`src/rtl/sdtl_pkg.sv`:
```
`default_nettype none
// ----------------------------------------------------------------------------
// sdtl_pkg
// Shared types, codes and defaults of the sorted deadline timer list.
// ----------------------------------------------------------------------------
package sdtl_pkg;

    localparam int MAX_TIMERS_DEF = 64;
    localparam int TIME_BITS_DEF  = 32;
    localparam int SLOT_BITS      = 6;
    localparam int IN_TIME_BITS   = 32;
    localparam int LINK_BITS      = 7;

    typedef enum logic [1:0] {
        CMD_ADD    = 2'd0,
        CMD_ADJUST = 2'd1,
        CMD_DELETE = 2'd2,
        CMD_TICK   = 2'd3
    } cmd_t;

    typedef enum logic [1:0] {
        ST_OK         = 2'd0,
        ST_LINKED     = 2'd1,
        ST_NOT_LINKED = 2'd2
    } status_t;

    typedef struct packed {
        logic [1:0]              command;
        logic [SLOT_BITS-1:0]    slot;
        logic [IN_TIME_BITS-1:0] time_value;
    } in_item_t;

    typedef struct packed {
        logic [SLOT_BITS-1:0] expired_slot;
        logic                 expired_valid;
        logic [1:0]           status;
        logic                 last;
    } out_item_t;

    typedef enum logic [3:0] {
        OP_NONE,
        OP_LATCH,     // capture input item
        OP_RD_SLOT,   // issue reads at slot
        OP_RD_HEAD,   // issue reads at head
        OP_RD_CUR,    // issue reads at cursor
        OP_UNLINK_P,  // fix predecessor side of unlink
        OP_UNLINK_N,  // fix successor side of unlink
        OP_SET_TIME,  // store new time of slot
        OP_WALK,      // step cursor to next
        OP_INS_S,     // write links of slot
        OP_INS_P,     // write next of predecessor / head
        OP_INS_N,     // write prev of successor / tail
        OP_START_N,   // set search start at former successor
        OP_CAP_LINKS  // capture links of read target
    } op_t;

    typedef struct packed {
        op_t op;
    } ctl_t;

    typedef struct packed {
        logic [1:0] cmd;
        logic       slot_ok;
        logic       slot_linked;
        logic       head_nil;
        logic       cur_nil;
        logic       cur_le;      // cursor time <= time of item
        logic       next_nil;    // successor of slot is null
        logic       ge_next;     // new time >= successor time
        logic       guard_done;
    } sts_t;

endpackage
`default_nettype wire

```
`src/rtl/sdtl_ram.sv`:
```
`default_nettype none
// ----------------------------------------------------------------------------
// sdtl_ram
// Generic single write port, single read port RAM with registered read.
// ----------------------------------------------------------------------------
module sdtl_ram #(
    parameter int WIDTH = 8,
    parameter int DEPTH = 64
) (
    input  wire logic                     aclk,
    input  wire logic                     we,
    input  wire logic [$clog2(DEPTH)-1:0] waddr,
    input  wire logic [WIDTH-1:0]         wdata,
    input  wire logic [$clog2(DEPTH)-1:0] raddr,
    output logic      [WIDTH-1:0]         rdata
);
    logic [WIDTH-1:0] mem [DEPTH];

    always_ff @(posedge aclk) begin
        if (we) begin
            mem[waddr] <= wdata;
        end
        rdata <= mem[raddr];
    end
endmodule
`default_nettype wire

```
`src/rtl/sdtl_datapath.sv`:
```
`default_nettype none
// ----------------------------------------------------------------------------
// sdtl_datapath
// Link and time memories, head and tail, linked flags and list cursors.
// ----------------------------------------------------------------------------
module sdtl_datapath
    import sdtl_pkg::*;
#(
    parameter int MAX_TIMERS = MAX_TIMERS_DEF,
    parameter int TIME_BITS  = TIME_BITS_DEF
) (
    input  wire logic     aclk,
    input  wire logic     aresetn,
    input  wire in_item_t in_item,
    input  wire ctl_t     ctl,
    output sts_t          sts,
    output logic [SLOT_BITS-1:0] head_out
);
    localparam int AW = $clog2(MAX_TIMERS);
    localparam logic [LINK_BITS-1:0] NIL = LINK_BITS'(64);
    localparam int GW = $clog2(MAX_TIMERS + 1);

    logic [1:0]             cmd_reg;
    logic [SLOT_BITS-1:0]   slot_reg;
    logic [TIME_BITS-1:0]   t_reg;
    logic [LINK_BITS-1:0]   head_reg, tail_reg;
    logic [MAX_TIMERS-1:0]  linked_reg;
    logic [LINK_BITS-1:0]   p_reg, cur_reg, sp_reg, sn_reg;
    logic [GW-1:0]          guard_reg;
    logic [LINK_BITS-1:0]   tgt_reg;   // slot whose links were read

    // memories
    logic                 t_we, n_we, p_we;
    logic [AW-1:0]        t_wa, n_wa, p_wa, raddr;
    logic [TIME_BITS-1:0] t_wd, t_rd;
    logic [LINK_BITS-1:0] n_wd, p_wd, n_rd, p_rd;

    sdtl_ram #(.WIDTH(TIME_BITS), .DEPTH(MAX_TIMERS)) u_time (
        .aclk(aclk), .we(t_we), .waddr(t_wa), .wdata(t_wd), .raddr(raddr), .rdata(t_rd));
    sdtl_ram #(.WIDTH(LINK_BITS), .DEPTH(MAX_TIMERS)) u_next (
        .aclk(aclk), .we(n_we), .waddr(n_wa), .wdata(n_wd), .raddr(raddr), .rdata(n_rd));
    sdtl_ram #(.WIDTH(LINK_BITS), .DEPTH(MAX_TIMERS)) u_prev (
        .aclk(aclk), .we(p_we), .waddr(p_wa), .wdata(p_wd), .raddr(raddr), .rdata(p_rd));

    function automatic logic lnk_ok(input logic [LINK_BITS-1:0] v);
        return {{(32-LINK_BITS){1'b0}}, v} < MAX_TIMERS;
    endfunction

    logic slot_ok;
    assign slot_ok = {{(32-SLOT_BITS){1'b0}}, slot_reg} < MAX_TIMERS;
    logic [AW-1:0] s_idx;
    assign s_idx = slot_reg[AW-1:0];

    always_comb begin
        raddr = tgt_reg[AW-1:0];
        t_we = 1'b0; n_we = 1'b0; p_we = 1'b0;
        t_wa = s_idx; n_wa = s_idx; p_wa = s_idx;
        t_wd = t_reg; n_wd = NIL; p_wd = NIL;
        case (ctl.op)
            OP_RD_SLOT: raddr = s_idx;
            OP_RD_HEAD: raddr = head_reg[AW-1:0];
            OP_RD_CUR:  raddr = cur_reg[AW-1:0];
            OP_WALK:    raddr = n_rd[AW-1:0];
            OP_SET_TIME: t_we = 1'b1;
            OP_UNLINK_P: begin
                n_we = lnk_ok(sp_reg);
                n_wa = sp_reg[AW-1:0];
                n_wd = sn_reg;
            end
            OP_UNLINK_N: begin
                p_we = lnk_ok(sn_reg);
                p_wa = sn_reg[AW-1:0];
                p_wd = sp_reg;
            end
            OP_INS_S: begin
                n_we = 1'b1; p_we = 1'b1;
                n_wd = lnk_ok(cur_reg) ? cur_reg : NIL;
                p_wd = p_reg;
            end
            OP_INS_P: begin
                n_we = lnk_ok(p_reg);
                n_wa = p_reg[AW-1:0];
                n_wd = LINK_BITS'(slot_reg);
            end
            OP_INS_N: begin
                p_we = lnk_ok(cur_reg);
                p_wa = cur_reg[AW-1:0];
                p_wd = LINK_BITS'(slot_reg);
            end
            default: ;
        endcase
    end

    always_ff @(posedge aclk) begin
        if (!aresetn) begin
            head_reg   <= NIL;
            tail_reg   <= NIL;
            linked_reg <= '0;
        end else begin
            case (ctl.op)
                OP_LATCH: begin
                    cmd_reg  <= in_item.command;
                    slot_reg <= in_item.slot;
                    t_reg    <= TIME_BITS'(in_item.time_value);
                end
                OP_RD_SLOT: begin
                    tgt_reg <= LINK_BITS'(slot_reg);
                end
                OP_RD_HEAD: begin
                    tgt_reg <= head_reg;
                    p_reg   <= NIL;
                    cur_reg <= head_reg;
                    guard_reg <= '0;
                end
                OP_RD_CUR: begin
                    tgt_reg <= cur_reg;
                end
                OP_WALK: begin
                    p_reg     <= cur_reg;
                    cur_reg   <= n_rd;
                    tgt_reg   <= n_rd;
                    guard_reg <= guard_reg + 1'b1;
                end
                OP_UNLINK_P: begin
                    // links of the slot being unlinked are in sp_reg and sn_reg from an earlier capture
                    if (!lnk_ok(sp_reg)) head_reg <= sn_reg;
                end
                OP_UNLINK_N: begin
                    if (!lnk_ok(sn_reg)) tail_reg <= sp_reg;
                    if (cmd_reg == CMD_TICK) begin
                        linked_reg[tgt_reg[AW-1:0]] <= 1'b0;
                    end else begin
                        linked_reg[s_idx] <= 1'b0;
                    end
                end
                OP_INS_P: begin
                    if (!lnk_ok(p_reg)) head_reg <= LINK_BITS'(slot_reg);
                end
                OP_INS_N: begin
                    if (!lnk_ok(cur_reg)) tail_reg <= LINK_BITS'(slot_reg);
                    linked_reg[s_idx] <= 1'b1;
                end
                OP_START_N: begin
                    p_reg     <= sn_reg;
                    guard_reg <= '0;
                end
                default: ;
            endcase
            // capture links of read target in the cycle after its read
            if (ctl.op == OP_CAP_LINKS) begin
                sp_reg <= p_rd;
                sn_reg <= n_rd;
            end
            // adjust: search from former successor; cursor starts on it
            if (ctl.op == OP_START_N) begin
                cur_reg <= n_rd;
            end
        end
    end

    assign sts.cmd         = cmd_reg;
    assign sts.slot_ok     = slot_ok;
    assign sts.slot_linked = slot_ok && linked_reg[s_idx];
    assign sts.head_nil    = !lnk_ok(head_reg);
    assign sts.cur_nil     = !lnk_ok(cur_reg);
    assign sts.cur_le      = t_rd <= t_reg;
    assign sts.next_nil    = !lnk_ok(n_rd);
    assign sts.ge_next     = t_reg >= t_rd;
    assign sts.guard_done  = {{(32-GW){1'b0}}, guard_reg} >= MAX_TIMERS;
    assign head_out        = SLOT_BITS'(head_reg);
endmodule
`default_nettype wire

```
`src/rtl/sdtl_ctrl.sv`:
```
`default_nettype none
// ----------------------------------------------------------------------------
// sdtl_ctrl
// Command sequencer: decode, list walk, unlink and insert steps, results.
// ----------------------------------------------------------------------------
module sdtl_ctrl
    import sdtl_pkg::*;
(
    input  wire logic     aclk,
    input  wire logic     aresetn,
    input  wire logic     s_valid,
    output logic          s_ready,
    output logic          m_valid,
    input  wire logic     m_ready,
    output out_item_t     m_data,
    input  wire sts_t     sts,
    input  wire logic [SLOT_BITS-1:0] head_slot,
    output ctl_t          ctl
);
    typedef enum logic [4:0] {
        S_IDLE, S_DECODE,
        S_TK_RD, S_TK_WAIT, S_TK_CHK, S_TK_CAP, S_TK_UP, S_TK_UN, S_TK_OUT,
        S_UL_RD, S_UL_WAIT, S_UL_CAP, S_UL_P, S_UL_N,
        S_AJ_WAIT, S_AJ_CAP, S_AJ_TRD, S_AJ_TWAIT, S_AJ_CHK, S_AJ_SET,
        S_AJ_NRD, S_AJ_NWAIT,
        S_IN_WAIT, S_IN_CHK, S_IN_S, S_IN_P, S_IN_N,
        S_OUT
    } state_t;

    state_t    state_reg, state_next;
    logic      m_valid_reg, m_valid_next;
    out_item_t m_data_reg, m_data_next;
    out_item_t hold_reg, hold_next;   // expired beat waiting for its last flag
    logic      tick_any_reg, tick_any_next;
    logic      adj_reg, adj_next;
    logic      m_free;
    op_t       op;

    assign m_free  = !m_valid_reg || m_ready;
    assign s_ready = aresetn && (state_reg == S_IDLE) && m_free;

    always_comb begin
        state_next    = state_reg;
        m_valid_next  = m_valid_reg && !m_ready;
        m_data_next   = m_data_reg;
        hold_next     = hold_reg;
        tick_any_next = tick_any_reg;
        adj_next      = adj_reg;
        op            = OP_NONE;
        case (state_reg)
            S_IDLE: begin
                if (s_valid && m_free) begin
                    op = OP_LATCH;
                    state_next = S_DECODE;
                end
            end
            S_DECODE: begin
                m_data_next = '{expired_slot: '0, expired_valid: 1'b0,
                                status: ST_OK, last: 1'b1};
                tick_any_next = 1'b0;
                if (sts.cmd == CMD_TICK) begin
                    state_next = S_TK_CHK;
                end else if (!sts.slot_ok) begin
                    m_data_next.status = ST_NOT_LINKED;
                    state_next = S_OUT;
                end else if (sts.cmd == CMD_ADD) begin
                    if (sts.slot_linked) begin
                        m_data_next.status = ST_LINKED;
                        state_next = S_OUT;
                    end else begin
                        op = OP_SET_TIME;
                        adj_next = 1'b0;
                        state_next = S_IN_WAIT;
                    end
                end else if (!sts.slot_linked) begin
                    m_data_next.status = ST_NOT_LINKED;
                    state_next = S_OUT;
                end else if (sts.cmd == CMD_ADJUST) begin
                    op = OP_RD_SLOT;
                    state_next = S_AJ_WAIT;
                end else begin
                    op = OP_RD_SLOT;
                    state_next = S_UL_WAIT;
                end
            end
            // tick: head expiry loop
            S_TK_CHK: begin
                if (sts.head_nil) begin
                    state_next = S_TK_OUT;
                end else begin
                    op = OP_RD_HEAD;
                    state_next = S_TK_WAIT;
                end
            end
            S_TK_WAIT: begin
                op = OP_CAP_LINKS;
                state_next = S_TK_CAP;
            end
            S_TK_CAP: begin
                if (sts.cur_le) begin
                    if (m_free) begin
                        if (tick_any_reg) begin
                            m_valid_next = 1'b1;
                            m_data_next  = hold_reg;
                        end
                        hold_next = '{expired_slot: head_slot, expired_valid: 1'b1,
                                      status: ST_OK, last: 1'b0};
                        tick_any_next = 1'b1;
                        op = OP_UNLINK_P;
                        state_next = S_TK_UN;
                    end
                end else begin
                    state_next = S_TK_OUT;
                end
            end
            S_TK_UN: begin
                op = OP_UNLINK_N;
                state_next = S_TK_CHK;
            end
            S_TK_OUT: begin
                if (m_free) begin
                    if (!tick_any_reg) begin
                        m_data_next = '{expired_slot: '0, expired_valid: 1'b0,
                                        status: ST_OK, last: 1'b1};
                    end else begin
                        m_data_next = hold_reg;
                        m_data_next.last = 1'b1;
                    end
                    m_valid_next = 1'b1;
                    state_next = S_IDLE;
                end
            end
            // delete
            S_UL_WAIT: begin
                op = OP_CAP_LINKS;
                state_next = S_UL_P;
            end
            S_UL_P: begin
                op = OP_UNLINK_P;
                state_next = S_UL_N;
            end
            S_UL_N: begin
                op = OP_UNLINK_N;
                state_next = S_OUT;
            end
            // adjust: links of slot are read, then successor time
            S_AJ_WAIT: begin
                op = OP_CAP_LINKS;
                state_next = S_AJ_CAP;
            end
            S_AJ_CAP: begin
                if (sts.next_nil) begin
                    op = OP_SET_TIME;
                    state_next = S_OUT;
                end else begin
                    op = OP_START_N;
                    state_next = S_AJ_TRD;
                end
            end
            S_AJ_TRD: begin
                op = OP_RD_CUR;
                state_next = S_AJ_TWAIT;
            end
            S_AJ_TWAIT: state_next = S_AJ_CHK;
            S_AJ_CHK: begin
                op = OP_SET_TIME;
                if (sts.ge_next) begin
                    state_next = S_AJ_SET;
                end else begin
                    state_next = S_OUT;
                end
            end
            S_AJ_SET: begin
                op = OP_UNLINK_P;
                state_next = S_AJ_NRD;
            end
            S_AJ_NRD: begin
                op = OP_UNLINK_N;
                adj_next = 1'b1;
                state_next = S_AJ_NWAIT;
            end
            S_AJ_NWAIT: begin
                op = OP_RD_CUR;
                state_next = S_IN_CHK;
            end
            // insert walk
            S_IN_WAIT: begin
                op = OP_RD_HEAD;
                state_next = S_IN_CHK;
            end
            S_IN_CHK: begin
                if (sts.cur_nil || sts.guard_done) begin
                    state_next = S_IN_S;
                end else begin
                    state_next = S_TK_UP;
                end
            end
            S_TK_UP: begin
                if (sts.cur_le) begin
                    op = OP_WALK;
                    state_next = S_IN_CHK;
                end else begin
                    state_next = S_IN_S;
                end
            end
            S_IN_S: begin
                op = OP_INS_S;
                state_next = S_IN_P;
            end
            S_IN_P: begin
                op = OP_INS_P;
                state_next = S_IN_N;
            end
            S_IN_N: begin
                op = OP_INS_N;
                state_next = S_OUT;
            end
            S_OUT: begin
                if (m_free) begin
                    m_valid_next = 1'b1;
                    state_next = S_IDLE;
                end
            end
            default: state_next = S_IDLE;
        endcase
    end

    always_ff @(posedge aclk) begin
        if (!aresetn) begin
            state_reg    <= S_IDLE;
            m_valid_reg  <= 1'b0;
            tick_any_reg <= 1'b0;
            adj_reg      <= 1'b0;
        end else begin
            state_reg    <= state_next;
            m_valid_reg  <= m_valid_next;
            tick_any_reg <= tick_any_next;
            adj_reg      <= adj_next;
        end
        m_data_reg <= m_data_next;
        hold_reg   <= hold_next;
    end

    assign ctl.op  = op;
    assign m_valid = m_valid_reg;
    assign m_data  = m_data_reg;
endmodule
`default_nettype wire

```
`src/rtl/sorted_deadline_timer_list.sv`:
```
`default_nettype none
// ----------------------------------------------------------------------------
// sorted_deadline_timer_list
// Timer slots kept in a linked list sorted by expiry time, with tick expiry.
// ----------------------------------------------------------------------------
// Commands are taken one at a time. Add walks the list from the head; an
// adjust that moves its timer walks on from the former successor. Tick
// expires timers from the head and emits one beat per expired timer, the
// final beat marked last, or one beat with no expired slot if none expire.
// Each walk step is bound by a registered read of the link and time
// memories; a stalled result beat holds the sequencer.
module sorted_deadline_timer_list
    import sdtl_pkg::*;
#(
    parameter int MAX_TIMERS = MAX_TIMERS_DEF,
    parameter int TIME_BITS  = TIME_BITS_DEF
) (
    input  wire logic      aclk,
    input  wire logic      aresetn,
    input  wire logic      s_valid,
    output logic           s_ready,
    input  wire in_item_t  s_data,
    output logic           m_valid,
    input  wire logic      m_ready,
    output out_item_t      m_data
);
    ctl_t ctl;
    sts_t sts;
    logic [SLOT_BITS-1:0] head_slot;

    sdtl_ctrl u_ctrl (
        .aclk(aclk), .aresetn(aresetn),
        .s_valid(s_valid), .s_ready(s_ready),
        .m_valid(m_valid), .m_ready(m_ready), .m_data(m_data),
        .sts(sts), .head_slot(head_slot), .ctl(ctl));

    sdtl_datapath #(.MAX_TIMERS(MAX_TIMERS), .TIME_BITS(TIME_BITS)) u_dp (
        .aclk(aclk), .aresetn(aresetn), .in_item(s_data),
        .ctl(ctl), .sts(sts), .head_out(head_slot));
endmodule
`default_nettype wire

```
`config.mk`:
```
export PLATFORM = sky130hd
export DESIGN_NAME = sorted_deadline_timer_list
export DESIGN_NICKNAME = d
export VERILOG_FILES = /design/src/rtl/sdtl_pkg.sv /design/src/rtl/sdtl_ram.sv /design/src/rtl/sdtl_datapath.sv /design/src/rtl/sdtl_ctrl.sv /design/src/rtl/sorted_deadline_timer_list.sv
export SDC_FILE = /design/constraint.sdc
export NUM_CORES = 2
export LEC_CHECK = 0
export BUFFER_PORTS_ARGS = -buffer_cell sky130_fd_sc_hd__buf_4
export CAP_MARGIN = 10
export CORE_MARGIN = 2
export CORE_UTILIZATION = 50
export CTS_CLUSTER_SIZE = 14
export DETAILED_ROUTE_END_ITERATION = 7
export GPL_ROUTABILITY_DRIVEN = 1
export GPL_TIMING_DRIVEN = 0
export PLACE_DENSITY = 0.77
export SYNTH_ARGS = -nofsm -noshare
export SYNTH_HDL_FRONTEND = slang
export SYNTH_SLANG_ARGS = --single-unit
```
`constraint.sdc`:
```
create_clock -name aclk -period 7.8 [get_ports aclk]
set_input_delay 1.56 -clock aclk [delete_from_list [all_inputs] [get_ports aclk]]
set_output_delay 1.56 -clock aclk [all_outputs]
set_load 0.05 [all_outputs]
```
==> flow_metrics.env <==
export IMPL_hold_path_depth=0
export IMPL_grt_usage=0.317
export IMPL_dieHeight_um=509
export IMPL_rr_endpoint="u_dp.u_prev.rdata[0]"
export IMPL_syn2layout_area_growth_pct=15.9
export IMPL_met2_length_um=185000
export IMPL_min_period_ns=7.89
export IMPL_synth_edff_count=3041
export IMPL_r2r_worst_path_cells=18
export IMPL_finalSetupViolations=3
export IMPL_status="complete, but fails checks"
export IMPL_grt_pass1_wl_um=587000
export IMPL_met1Wirelength_um=141000
export IMPL_syn_area_per_cell_um2=14.1
export IMPL_hp_class="reg -> reg"
export IMPL_hold_viol_final=0
export IMPL_synth_area_um2=128000
export IMPL_synth_common_cells="edfxtp_1 (3041), nand2_1 (1916), nand3_1 (1082)"
export IMPL_drt_iter0_drc=16900
export IMPL_report_final_slew_viol_count=0
export IMPL_rows=185
export IMPL_start_kind="flip-flop"
export IMPL_r2r_slack_ns=-0.09
export IMPL_critical_path_class="reg -> reg"
export IMPL_postCtsHoldBufs=0
export IMPL_fin_ws_ns=-0.0905
export IMPL_synth_cell_type_count=86
export IMPL_rsz0062_at_grt="true"
export IMPL_synth_cells=9069
export IMPL_required_ns=8.68
export IMPL_drt_total_wl_um=420000
export IMPL_start_util=0.503
export IMPL_reg_top3="u_dp.u_time.mem x2048, u_dp.u_next.mem x448, u_dp.u_prev.mem x448"
export IMPL_ys_seq_area_frac=0.735
export IMPL_htreeDepth=5
export IMPL_dp_slack_ns=-0.158
export IMPL_holdPathEnd="u_dp.sp_reg[6]"
export IMPL_synth_nets=9150
export IMPL_async_reset_ff_frac=0
export IMPL_first_global_vias=84400
export IMPL_io_pins=56
export IMPL_clockBufferDepth=4
export IMPL_ir_drop_v=0.000274
export IMPL_drive_gt1_frac=0.135
export IMPL_violations="DRC, setup timing"
export IMPL_placed_area_um2=138000
export IMPL_powerDensity_nw_per_um2=394
export IMPL_cts_sinks=3165
export IMPL_met3_wirelength_um=65200
export IMPL_drv_cap=0
export IMPL_largest_register="u_dp.u_time.mem"
export IMPL_post_route_period_util=1.01
export IMPL_via_per_inst=6.53
export IMPL_final_net_count=9862
export IMPL_yosysTopAreaCell="edfxtp_1"
export IMPL_grt_max_degree=37
export IMPL_cts_root_buf="clkbuf_16"
export IMPL_total_power_uw=58300
export IMPL_power_leakage_uw=0.0510
export IMPL_ant_nets=0
export IMPL_synth_seq_cells=3165
export IMPL_dr_max_layer_used="met5"
export IMPL_endpoint_kind="flip-flop"
export IMPL_final_area_um2=148000
export IMPL_core_um2=254000
export IMPL_routedWlPerCell_um=31.3
export IMPL_synth_most_common_cell="edfxtp_1"
export IMPL_place_hpwl_um=297000
export IMPL_grt_ovfl_total=0
export IMPL_finalClockSkew_ns=0.0867
export IMPL_cts_buffers=327
export IMPL_port_buffers=55
export IMPL_fmax_mhz=127
export IMPL_die_width_um=509
export IMPL_r2r_start="u_dp.t_reg[27]"
export IMPL_route_detailed_drc=1
export IMPL_finalSetupTns_ns=-0.115
export IMPL_antenna_found_initial=52
export IMPL_hold_start="u_dp.u_prev.rdata[6]"
export IMPL_dr_total_vias=87600
export IMPL_clock_latency_ns=1.00
export IMPL_cp_arrival_ns=8.77
export IMPL_synth_area_leaders="edfxtp_1 (72%), nand2_1 (5.6%), mux2i_1 (5.1%)"
export IMPL_largest_reg_flops=2048
export IMPL_die_area_um2=259000
export IMPL_cts_tree="done"
export IMPL_ys_flop_type="edfxtp_1"
export IMPL_cp_max_fo=20
export IMPL_netlist_area_leader_share=0.716
export IMPL_cts_clk_slew_worst_paths_ns=0.06
export IMPL_max_slew_margin_rel=0.0355
export IMPL_dr_pass1_iters=8
export IMPL_ys_warnings_count=0
export IMPL_worstMarginPinSlew_ns=1.45
export IMPL_place_gp_congestion=1.01
cell families (layout without fill, tap and decap cells):
family / count (synthesis) / in the layout / share of synthesized area
AO/OA/AOI/OAI: 681 / 681 / 0.0371
XOR/XNOR: 9 / 9 / 0.000618
multiplexers: 748 / 748 / 0.0678
AND/OR/NAND/NOR: 3773 / 3773 / 0.132
adder cells (fa/ha/maj): 37 / 37 / 0.00363
other: 0 / 14 / 0
flip-flops: 3165 / 3165 / 0.735
buffers and inverters: 656 / 1612 / 0.0237
worst max-delay path, cell delays in order (launching register included):
cell and delay, ns:
edfxtp_1 1.00, buf_16 0.26, inv_1 0.06, ha_1 0.31, nand4_1 0.20, nor4_2 0.45
a21boi_2 0.25, o31ai_1 0.12, buf_4 0.22, and3_1 0.17, buf_2 0.22, a222oi_1 0.71
o311ai_4 0.50, nor3b_2 1.14, buf_4 0.50, buf_2 0.59, nand2_1 0.17, o211ai_1 0.47
and4_1 0.37
cell usage in the layout, fill, tap and decap left out, drive strengths merged, types with 92 or more instances in the layout:
cell type and instances:
nand4 245, nand3 1082, clkbuf 690, dfxtp 124
mux4 92, clkinv 129, nand2 1918, nor2 235
buf 699, edfxtp 3041, a21oi 185, mux2i 649
nor3 150, a22oi 147
layer usage:
| metal | vias to the layer above | GRT usage |
|---|---|---|
| met4 | 38 | 0.178 |
| li1 | 35700 | - |
| met2 | 7555 | 0.477 |
| met3 | 1612 | 0.114 |
| met1 | 42700 | 0.400 |
| met5 | - | 0.00365 |
final cells by class:
type / count / area, um^2
repair buffers: 387 / 5400
clock inverters: 168 / 1420
flip-flops and latches: 3165 / 93800
diodes: 14 / 35.0
multi-input cells: 5248 / 31300
well taps: 3366 / 4210
plain buffers: 599 / 2850
inverters: 53 / 199
clock buffers: 405 / 8700
fillers: 18400 / 106000
power breakdown:
part	switching (uW)	leakage, uW	total [uW]	internal, uW
clock network	6460	0.00497	15100	8690
registers	417	0.0283	20400	20000
logic	16600	0.0177	22700	6160
through the flow:
step / cells / utilization / hold slack [ns]
after CTS: 13400 / 0.582 / 0.405
after floorplan: 9069 / - / 0.386
after global routing: 13400 / 0.582 / 0.411
after detailed placement: 12800 / 0.542 / 0.397
after global placement: 12500 / 0.521 / 0.391
final: 13400 / 0.583 / 0.406
worst max path at each step:
stage / start / cells after the start / slack, ns / end
floorplan: u_dp.t_reg[15] / 11 / 1.21 / u_dp.u_next.mem[0][6]
global placement: u_dp.t_reg[15] / 10 / -4.42 / u_dp.u_next.mem[33][6]
detailed placement: u_dp.s_idx[0] / 22 / -0.16 / u_dp.u_time.rdata[9]
CTS: u_dp.s_idx[0] / 20 / 0.04 / u_dp.u_prev.rdata[6]
global route: u_dp.s_idx[2] / 24 / -0.06 / u_dp.u_next.rdata[2]
finish: u_dp.t_reg[27] / 18 / -0.09 / u_dp.u_prev.rdata[0]
timing repair:
action,in CTS,in global routing
resized for setup,0,33
buffers inserted,0,1
pin swaps,0,2
endpoints found under the setup margin,2,46
Note: power is estimated with default switching activity, not from simulation.
